==> config.mk <==
export PLATFORM = sky130hd
export DESIGN_NAME = modbus_soil_frame_averager
export DESIGN_NICKNAME = d
export VERILOG_FILES = /design/src/sv/msfa_pkg.sv /design/src/sv/modbus_soil_frame_averager.sv
export VERILOG_INCLUDE_DIRS = /design/src /design/src/sv
export SDC_FILE = /design/constraint.sdc
export NUM_CORES = 2
export LEC_CHECK = 0
export BUFFER_PORTS_ARGS = -buffer_cell sky130_fd_sc_hd__buf_4
export CELL_PAD_IN_SITES_DETAIL_PLACEMENT = 1
export CELL_PAD_IN_SITES_GLOBAL_PLACEMENT = 2
export CORE_ASPECT_RATIO = 0.6
export CORE_UTILIZATION = 51
export DETAILED_ROUTE_END_ITERATION = 8
export PLACE_DENSITY_LB_ADDON = 0.1
export SLEW_MARGIN = 20
export SYNTH_ARGS = -nofsm -noshare
export SYNTH_HDL_FRONTEND = slang
export SYNTH_SLANG_ARGS = --single-unit
export TNS_END_PERCENT = 10
==> constraint.sdc <==
create_clock -name clk -period 31 [get_ports clk]
set_input_delay 1.55 -clock clk [delete_from_list [all_inputs] [get_ports clk]]
set_output_delay 1.55 -clock clk [all_outputs]
set_load 0.02 [all_outputs]
==> src/sv/modbus_soil_frame_averager_assert.svh <==
// assertion macros for the modbus soil frame averager
// expects clk and rst_n in the including module's scope
`ifndef MODBUS_SOIL_FRAME_AVERAGER_ASSERT_SVH
`define MODBUS_SOIL_FRAME_AVERAGER_ASSERT_SVH

// antecedent holds in this cycle, consequent in the same cycle
`define MSFA_ASSERT_NOW(label, ante, cons, msg) \
    label: assert property (@(posedge clk) disable iff (!rst_n) (ante) |-> (cons)) \
        else $error(msg);

// antecedent holds in this cycle, consequent in the next cycle
`define MSFA_ASSERT_NEXT(label, ante, cons, msg) \
    label: assert property (@(posedge clk) disable iff (!rst_n) (ante) |=> (cons)) \
        else $error(msg);

`endif

==> src/sv/msfa_pkg.sv <==
// types, constants and the crc step for the modbus soil frame averager
// no dependencies
`timescale 1ns / 1ps

package msfa_pkg;

    localparam int CAP_DEPTH = 17;
    localparam int NUM_QTY = 7;
    localparam int NUM_NZ = 4;
    localparam logic [15:0] CRC_INIT = 16'hFFFF;
    localparam logic [15:0] CRC_POLY = 16'hA001;
    localparam logic [15:0] ACID_DEFAULT = 16'd70;
    localparam logic [2:0] REG_CNT_RESET = 3'd7;
    localparam logic [2:0] REG_CNT_3 = 3'd3;
    localparam logic [2:0] REG_CNT_4 = 3'd4;
    localparam logic [14:0] MOIST_HI = 15'd1000;
    localparam logic [14:0] TEMP_HI = 15'd800;
    localparam logic [14:0] COND_HI = 15'd20000;
    localparam logic [14:0] ACID_LO = 15'd30;
    localparam logic [14:0] ACID_HI = 15'd90;

    localparam logic [2:0] Q_MOIST = 3'd0;
    localparam logic [2:0] Q_TEMP = 3'd1;
    localparam logic [2:0] Q_COND = 3'd2;
    localparam logic [2:0] Q_ACID = 3'd3;
    localparam logic [2:0] Q_LAST = 3'd6;

    typedef struct packed {
        logic [7:0] rx_byte;
        logic       frame_start;
    } in_item_t;

    typedef struct packed {
        logic        crc_ok;
        logic        reading_valid;
        logic [15:0] moisture_tenths;
        logic [15:0] temperature_tenths;
        logic [15:0] conductivity;
        logic [15:0] acidity_tenths;
        logic [15:0] nitrogen_avg;
        logic [15:0] phosphorus_avg;
        logic [15:0] potassium_avg;
    } out_item_t;

    typedef enum logic [5:0] {
        S_IDLE  = 6'b000001,
        S_WRITE = 6'b000010,
        S_SCAN  = 6'b000100,
        S_LOAD  = 6'b001000,
        S_DIV   = 6'b010000,
        S_OUT   = 6'b100000
    } state_t;

    function automatic logic [15:0] crc_byte(input logic [15:0] c_in, input logic [7:0] b);
        logic [15:0] c;
        c = c_in ^ {8'h00, b};
        for (int k = 0; k < 8; k++)
        begin
            if (c[0])
                c = (c >> 1) ^ CRC_POLY;
            else
                c = c >> 1;
        end
        return c;
    endfunction

endpackage

==> src/sv/modbus_soil_frame_averager.sv <==
// top level of the modbus soil frame averager
// depends on msfa_pkg and modbus_soil_frame_averager_assert.svh
`timescale 1ns / 1ps

// Takes a Modbus RTU read-holding-registers reply one byte per transaction,
// checks CRC-16/Modbus and, on a good frame, stores the words into sample rings
// of SAMPLE_DEPTH rows and reports truncated averages with a range check.
// A bad final byte gives its result the next cycle. A good final byte takes a
// ring write, a ring scan through the single memory read port, then 7
// divisions on one shared restoring divider, each a load step followed by the
// shift-subtract steps, then a load of the output register. A final byte waits
// while a result is still held.
// Rings read as their reset values until written; there is no clearing pass.
module modbus_soil_frame_averager #(
    parameter int SAMPLE_DEPTH = 8
) (
    input  logic                clk,
    input  logic                rst_n,
    input  logic                in_valid,
    output logic                in_stall,
    input  msfa_pkg::in_item_t  in_data,
    output logic                out_valid,
    input  logic                out_stall,
    output msfa_pkg::out_item_t out_data,
    input  logic                cfg_we,
    input  logic [2:0]          cfg_wdata
);

`include "modbus_soil_frame_averager_assert.svh"

    localparam int CNT_W = $clog2(SAMPLE_DEPTH + 1);
    localparam int IDX_W = (SAMPLE_DEPTH > 1) ? $clog2(SAMPLE_DEPTH) : 1;
    localparam int SUM_W = 16 + CNT_W;
    localparam int DCNT_W = $clog2(SUM_W + 1);
    localparam int LIM_W = 15 + CNT_W;
    localparam int ROW_W = 16 * msfa_pkg::NUM_QTY;

    msfa_pkg::state_t state_reg, state_next;

    logic [2:0]  cfg_reg;
    logic [4:0]  pos_reg;
    logic [15:0] crc_reg;
    logic [7:0]  cap_reg [msfa_pkg::CAP_DEPTH];
    logic [IDX_W-1:0] ptr_reg;
    logic [SAMPLE_DEPTH-1:0] row_valid_reg;

    logic [ROW_W-1:0] ring_mem [SAMPLE_DEPTH];
    logic [ROW_W-1:0] rd_data_reg;
    logic             rd_valid_reg;
    logic [CNT_W-1:0] issue_reg;
    logic             pend_reg;

    logic [SUM_W-1:0] sum_reg [msfa_pkg::NUM_QTY];
    logic [CNT_W-1:0] cnt_reg [msfa_pkg::NUM_NZ];
    logic [15:0]      avg_reg [msfa_pkg::NUM_QTY];
    logic             ok_reg;
    logic [2:0]       q_reg;

    logic [CNT_W:0]    rem_reg;
    logic [SUM_W-1:0]  quo_reg;
    logic [CNT_W-1:0]  dvs_reg;
    logic [DCNT_W-1:0] dcnt_reg;

    logic        out_valid_reg;
    msfa_pkg::out_item_t out_reg;

    logic        mode3, mode7;
    logic [4:0]  pos_eff;
    logic [15:0] crc_base, crc_new;
    logic [4:0]  last_pos;
    logic        is_last;
    logic        in_acc;
    logic [ROW_W-1:0] wr_row;
    logic [ROW_W-1:0] rd_row;
    logic [15:0] word_v [msfa_pkg::NUM_QTY];
    logic [14:0] lim_hi;
    logic [LIM_W-1:0] prod_hi, prod_lo;
    logic        range_bad;
    logic [CNT_W:0] shifted;
    logic        fits;

    assign mode3 = (cfg_reg == msfa_pkg::REG_CNT_3);
    assign mode7 = !mode3 && (cfg_reg != msfa_pkg::REG_CNT_4);

    assign pos_eff  = in_data.frame_start ? 5'd0 : pos_reg;
    assign crc_base = in_data.frame_start ? msfa_pkg::CRC_INIT : crc_reg;
    assign crc_new  = msfa_pkg::crc_byte(crc_base, in_data.rx_byte);
    assign last_pos = mode3 ? 5'd10 : (mode7 ? 5'd18 : 5'd12);
    assign is_last  = (pos_eff >= last_pos);

    assign in_stall  = (state_reg != msfa_pkg::S_IDLE) || (out_valid_reg && is_last);
    assign in_acc    = in_valid && !in_stall;
    assign out_valid = out_valid_reg;
    assign out_data  = out_reg;

    always_comb
    begin
        for (int k = 0; k < msfa_pkg::NUM_QTY; k++)
            word_v[k] = {cap_reg[3 + 2 * k], cap_reg[4 + 2 * k]};
        wr_row = '0;
        wr_row[15:0]  = word_v[0];
        wr_row[31:16] = word_v[1];
        wr_row[47:32] = word_v[2];
        wr_row[63:48] = mode3 ? msfa_pkg::ACID_DEFAULT : word_v[3];
        if (mode7)
            wr_row[111:64] = {word_v[6], word_v[5], word_v[4]};
        rd_row = rd_data_reg;
        if (!rd_valid_reg)
        begin
            rd_row = '0;
            rd_row[63:48] = msfa_pkg::ACID_DEFAULT;
        end
    end

    // range check for the quantity being loaded into the divider
    always_comb
    begin
        case (q_reg)
            msfa_pkg::Q_MOIST: lim_hi = msfa_pkg::MOIST_HI;
            msfa_pkg::Q_TEMP:  lim_hi = msfa_pkg::TEMP_HI;
            msfa_pkg::Q_COND:  lim_hi = msfa_pkg::COND_HI;
            msfa_pkg::Q_ACID:  lim_hi = msfa_pkg::ACID_HI;
            default:           lim_hi = msfa_pkg::COND_HI;
        endcase
        prod_hi = LIM_W'(lim_hi) * LIM_W'(cnt_reg[q_reg[1:0]]);
        prod_lo = LIM_W'(msfa_pkg::ACID_LO) * LIM_W'(cnt_reg[q_reg[1:0]]);
        range_bad = (32'(sum_reg[q_reg]) > 32'(prod_hi));
        if (q_reg == msfa_pkg::Q_ACID)
            range_bad = range_bad || (cnt_reg[3] == '0)
                        || (32'(sum_reg[q_reg]) < 32'(prod_lo));
        if (q_reg > msfa_pkg::Q_ACID || (q_reg == msfa_pkg::Q_ACID && mode3))
            range_bad = 1'b0;
    end

    assign shifted = {rem_reg[CNT_W-1:0], quo_reg[SUM_W-1]};
    assign fits    = (shifted >= {1'b0, dvs_reg});

    always_comb
    begin
        state_next = state_reg;
        case (state_reg)
            msfa_pkg::S_IDLE:
                if (in_acc && is_last && crc_new == 16'h0000)
                    state_next = msfa_pkg::S_WRITE;
            msfa_pkg::S_WRITE:
                state_next = msfa_pkg::S_SCAN;
            msfa_pkg::S_SCAN:
                if (issue_reg == CNT_W'(SAMPLE_DEPTH) && !pend_reg)
                    state_next = msfa_pkg::S_LOAD;
            msfa_pkg::S_LOAD:
                state_next = msfa_pkg::S_DIV;
            msfa_pkg::S_DIV:
                if (dcnt_reg == '0)
                    state_next = (q_reg == msfa_pkg::Q_LAST) ? msfa_pkg::S_OUT
                                                             : msfa_pkg::S_LOAD;
            msfa_pkg::S_OUT:
                state_next = msfa_pkg::S_IDLE;
            default:
                state_next = msfa_pkg::S_IDLE;
        endcase
    end

    always_ff @(posedge clk or negedge rst_n)
    begin
        if (!rst_n)
        begin
            state_reg     <= msfa_pkg::S_IDLE;
            cfg_reg       <= msfa_pkg::REG_CNT_RESET;
            pos_reg       <= '0;
            crc_reg       <= msfa_pkg::CRC_INIT;
            ptr_reg       <= '0;
            row_valid_reg <= '0;
            rd_valid_reg  <= 1'b0;
            issue_reg     <= '0;
            pend_reg      <= 1'b0;
            q_reg         <= '0;
            dcnt_reg      <= '0;
            out_valid_reg <= 1'b0;
        end
        else
        begin
            state_reg <= state_next;
            if (cfg_we)
                cfg_reg <= cfg_wdata;
            if (out_valid_reg && !out_stall)
                out_valid_reg <= 1'b0;
            case (state_reg)
                msfa_pkg::S_IDLE:
                    if (in_acc)
                    begin
                        if (is_last)
                        begin
                            pos_reg <= '0;
                            crc_reg <= msfa_pkg::CRC_INIT;
                            if (crc_new != 16'h0000)
                                out_valid_reg <= 1'b1;
                        end
                        else
                        begin
                            pos_reg <= pos_eff + 5'd1;
                            crc_reg <= crc_new;
                        end
                    end
                msfa_pkg::S_WRITE:
                begin
                    row_valid_reg[ptr_reg] <= 1'b1;
                    ptr_reg   <= (ptr_reg == IDX_W'(SAMPLE_DEPTH - 1)) ? '0
                                                                     : ptr_reg + 1'b1;
                    issue_reg <= '0;
                    pend_reg  <= 1'b0;
                    q_reg     <= '0;
                end
                msfa_pkg::S_SCAN:
                begin
                    if (issue_reg != CNT_W'(SAMPLE_DEPTH))
                    begin
                        rd_valid_reg <= row_valid_reg[issue_reg[IDX_W-1:0]];
                        issue_reg    <= issue_reg + 1'b1;
                        pend_reg     <= 1'b1;
                    end
                    else
                        pend_reg <= 1'b0;
                end
                msfa_pkg::S_LOAD:
                    dcnt_reg <= DCNT_W'(SUM_W);
                msfa_pkg::S_DIV:
                begin
                    if (dcnt_reg != '0)
                        dcnt_reg <= dcnt_reg - 1'b1;
                    else
                        q_reg <= q_reg + 3'd1;
                end
                msfa_pkg::S_OUT:
                    out_valid_reg <= 1'b1;
                default:
                    pos_reg <= '0;
            endcase
        end
    end

    // frame capture, accumulators, divider and result payload
    always_ff @(posedge clk)
    begin
        if (state_reg == msfa_pkg::S_IDLE && in_acc)
        begin
            if (pos_eff < 5'(msfa_pkg::CAP_DEPTH))
                cap_reg[pos_eff] <= in_data.rx_byte;
            if (is_last && crc_new != 16'h0000)
                out_reg <= '0;
        end
        if (state_reg == msfa_pkg::S_WRITE)
        begin
            for (int k = 0; k < msfa_pkg::NUM_QTY; k++)
                sum_reg[k] <= '0;
            for (int k = 0; k < msfa_pkg::NUM_NZ; k++)
                cnt_reg[k] <= '0;
            ok_reg <= 1'b1;
        end
        if (state_reg == msfa_pkg::S_SCAN && pend_reg)
        begin
            for (int k = 0; k < msfa_pkg::NUM_QTY; k++)
                sum_reg[k] <= sum_reg[k] + SUM_W'(rd_row[16 * k +: 16]);
            for (int k = 0; k < msfa_pkg::NUM_NZ; k++)
                if (rd_row[16 * k +: 16] != 16'h0000)
                    cnt_reg[k] <= cnt_reg[k] + 1'b1;
        end
        if (state_reg == msfa_pkg::S_LOAD)
        begin
            rem_reg <= '0;
            quo_reg <= sum_reg[q_reg];
            dvs_reg <= (q_reg > msfa_pkg::Q_ACID) ? CNT_W'(SAMPLE_DEPTH)
                                                  : cnt_reg[q_reg[1:0]];
            if (range_bad)
                ok_reg <= 1'b0;
        end
        if (state_reg == msfa_pkg::S_DIV)
        begin
            if (dcnt_reg != '0)
            begin
                if (fits)
                    rem_reg <= shifted - {1'b0, dvs_reg};
                else
                    rem_reg <= shifted;
                quo_reg <= {quo_reg[SUM_W-2:0], fits};
            end
            else
            begin
                if (dvs_reg == '0)
                    avg_reg[q_reg] <= 16'h0000;
                else if (q_reg == msfa_pkg::Q_ACID && mode3)
                    avg_reg[q_reg] <= msfa_pkg::ACID_DEFAULT;
                else if (q_reg > msfa_pkg::Q_ACID && !mode7)
                    avg_reg[q_reg] <= 16'h0000;
                else
                    avg_reg[q_reg] <= quo_reg[15:0];
            end
        end
        if (state_reg == msfa_pkg::S_OUT)
        begin
            out_reg.crc_ok             <= 1'b1;
            out_reg.reading_valid      <= ok_reg;
            out_reg.moisture_tenths    <= avg_reg[0];
            out_reg.temperature_tenths <= avg_reg[1];
            out_reg.conductivity       <= avg_reg[2];
            out_reg.acidity_tenths     <= avg_reg[3];
            out_reg.nitrogen_avg       <= avg_reg[4];
            out_reg.phosphorus_avg     <= avg_reg[5];
            out_reg.potassium_avg      <= avg_reg[6];
        end
    end

    // sample ring memory, one row holds all quantities of one frame
    always_ff @(posedge clk)
    begin
        if (state_reg == msfa_pkg::S_WRITE)
            ring_mem[ptr_reg] <= wr_row;
        rd_data_reg <= ring_mem[issue_reg[IDX_W-1:0]];
    end

    `MSFA_ASSERT_NOW(a_busy_stalls, state_reg != msfa_pkg::S_IDLE, in_stall,
                     "input taken while busy")
    `MSFA_ASSERT_NEXT(a_write_then_scan, state_reg == msfa_pkg::S_WRITE,
                      state_reg == msfa_pkg::S_SCAN, "ring write not followed by scan")
    `MSFA_ASSERT_NOW(a_issue_bound, state_reg == msfa_pkg::S_SCAN,
                     issue_reg <= CNT_W'(SAMPLE_DEPTH), "scan index past ring depth")
    `MSFA_ASSERT_NOW(a_bad_crc_invalid, out_valid_reg && !out_reg.crc_ok,
                     !out_reg.reading_valid, "reading valid after bad crc")

endmodule

==> metrics.txt <==
status complete, no violations; r2r startpoint q_reg[1]$_DFFE_PN0P_; max reg flops 896; post-CTS resize count 0; GRT Total Usage 0.2755; skew final 32.57 ps; grt ovf 0; adder-cell share of the synthesized area 0.04498; hold path start quo_reg[18]$_DFF_P_; Critical Path Source Type register; first-pass GRT wire length 264,200 um; Syn Area/Cell 16.14 sq um; DIE AREA 0.1330 sq mm; share of cells above drive strength 1 0.1910; nets@finish 4,583; final critical-path required period 8092 ps; Post-Place Cell Area 0.07018 sq mm; CTS clock-pin slew for the worst setup and hold paths 60 ps; CTS Root Cell clkbuf_16; MaxCap Viol Count 0; DR vias 37,600; number of port buffers 132; Synth top area share 0.6239; syn_nets 4,398; detailed placer's ending HPWL 118,300 um; Max Transition Viols Final 0; critical path data arrival time 8800 ps; Pleak 26.44 nW; Synth Area in XOR/XNOR 0.01842; Gate Count Post-Synth 4,155; largest family of logic cells by synthesized area multiplexers; share of the yosys chip area belonging to registers 0.6864; most frequent cells in the layout edfxtp_1, nor2_1, and2_1; CTS tree yes; initial core utilization 0.5171; worst vdd ir 0.07431 mV; core area 0.1297 sq mm; crit-path max FO 31; leading area contributor after synthesis edfxtp_1; Remaining DRCs 0; data required time at the worst endpoint 31,710 ps; final cycle utilization of the critical path 0.2610; Synth Area in Simple Gates 0.08032; Setup CP Type register to register; mux cell area share after synthesis 0.1073; CTS H-tree lvls 4; placement row count 102; Seq cells post-synth 1,587; critical path startpoint q_reg[1]$_DFFE_PN0P_; vias in the first global route 37,917; Clk Latency, worst-skew pair 790 ps; Netlist cell types 76; yosys warns 0; die height 282.9 um; endpoints failing hold 0; setup tns final 0 ps; most common cell after layout, fill and taps aside edfxtp_1; Synth area leaders edfxtp_1, mux4_2, dfxtp_1; routability cong. 0.8623; drt first pass iters 5; worst setup margin 22,910 ps; count of antenna-violating nets left after detailed routing 0; Hold WC Path Type register to register; initial antenna violation count 23; Slew @ Worst Pin 1118 ps; Compound-Gate Fraction of Synth Area 0.04608; top_reg_cell synth edfxtp_1; Vias/cell 6.078; Sink Count 1,587; dpl ws 23,040 ps; largest net degree at the start of global routing 128; setup repair bufs after CTS 0; EDFF count, synth 1,393; Max Fclk 123.6 MHz; cts hold-fix bufs 0; Initial DRC Count 4,171; layout overhead on the synthesized area 12.10%; power density over the cells 57.50 mW/mm^2; clk buf depth 3; count of boundary I/O pins 133; WL final 182,100 um; Final setup viols 0; Finished Cell Area 0.07516 sq mm; cts bufs inserted 147; Avg WL per Cell 29.45 um; Syn Std Cell Area 0.06705 sq mm; Die W 470.1 um; RSZ-0062 raised after global routing false; asr flop ratio synth 0.03529; crit path capture type register; Filler Cell Count 11,663; Rel. slew slack 0.2518
-- area by class of cell --
cell class | instances | area, sq um | area share
sequential | 1587 | 46040 | 0.6126
clock buffer | 203 | 4041 | 0.05377
timing repair buffer | 193 | 1524 | 0.02028
inverter | 121 | 454.2 | 0.006043
antenna | 4 | 10.01 | 0.0001332
tap | 1716 | 2147 | 0.02857
clock inverter | 72 | 917.1 | 0.01220
multi-input combinational | 2290 | 20030 | 0.2665
-- where the power goes --
part | leakage [nW] | switching (mW) | internal [mW] | total [mW]
Sequential | 14.7 | 0.0135 | 2.33 | 2.34
Combinational | 9.38 | 0.0664 | 0.0339 | 0.100
Clock | 2.41 | 0.826 | 1.05 | 1.88
Total | 26.4 | 0.906 | 3.42 | 4.32
-- cells in the mapped netlist, drive strengths merged, types with 8 or more instances --
| library cell | count |
|---|---|
| a211oi | 39 |
| a21boi | 8 |
| a21o | 54 |
| a21oi | 98 |
| a31oi | 9 |
| and2 | 249 |
| and3 | 89 |
| buf | 50 |
| clkbuf | 107 |
| dfrtp | 36 |
| dfstp | 20 |
| dfxtp | 138 |
| edfxtp | 1393 |
| fa | 25 |
| ha | 201 |
| inv | 119 |
| mux2 | 123 |
| mux2i | 40 |
| mux4 | 240 |
| nand2 | 137 |
| nand2b | 34 |
| nand3 | 52 |
| nand4 | 15 |
| nor2 | 259 |
| nor2b | 30 |
| nor3 | 83 |
| nor3b | 13 |
| nor4 | 23 |
| o2111ai | 8 |
| o21a | 29 |
| o21ai | 155 |
| o221ai | 11 |
| o22ai | 8 |
| o31ai | 8 |
| or2 | 23 |
| or3 | 13 |
| xnor2 | 96 |
| xor2 | 45 |
-- layer usage --
metal | global-route usage | vias to the layer above | wire length [um]
li1 | - | 16314 | -
met5 | 0 | - | 0
met1 | 0.4479 | 19818 | 89820
met4 | 0.05491 | 0 | 2529
met3 | 0.05154 | 188 | 13780
met2 | 0.3834 | 1280 | 76010
-- stage by stage --
stage          instances  hold WS [ps]  power [mW]    util
2_1_floorplan       4155         424.4       2.447       -
3_3_place_gp        5907         444.0       2.483  0.5412
3_5_place_dp        5907         450.8       2.488  0.5413
4_1_cts             6182         463.8       4.351  0.5795
5_1_grt             6182         480.7       4.430  0.5795
6_report            6186         463.2       4.322  0.5796
-- critical path: stages (launching register included) --
cell,delay (ps)
dfrtp_1,960
inv_1,710
ha_1,430
nor2b_1,160
or2_2,370
a21o_1,250
nor2_1,440
nor2_1,170
fa_1,530
fa_1,550
inv_1,40
ha_1,320
nor2b_1,140
o21ai_0,180
nand2b_1,130
a21o_1,210
a31oi_1,220
o21ai_0,170
o41ai_1,490
xnor2_1,140
ha_1,320
nand4_1,110
or4_1,520
o2111ai_1,200
o22ai_1,110
a21oi_1,140
-- kinds of logic after synthesis --
family          count (synthesis)
flops                        1587
simple gates                 1036
compound gates                484
mux                           403
buf+inv                       278
fa+ha+maj                     226
xor+xnor                      141
-- worst paths after layout --
check                                            to  slack, ps  cells after the start
hold reg to reg                 quo_reg[19]$_DFF_P_        460                      2
max in group asynchronous  issue_reg[2]$_DFFE_PN0P_      29460                      1
setup / recovery                     ok_reg$_DFF_P_      22910                     25
min in group asynchronous    pos_reg[1]$_DFFE_PN0P_        850                      1
setup reg to reg                     ok_reg$_DFF_P_      22910                     25
hold / removal                  quo_reg[19]$_DFF_P_        460                      2
Note: power is estimated with default switching activity, not from simulation.
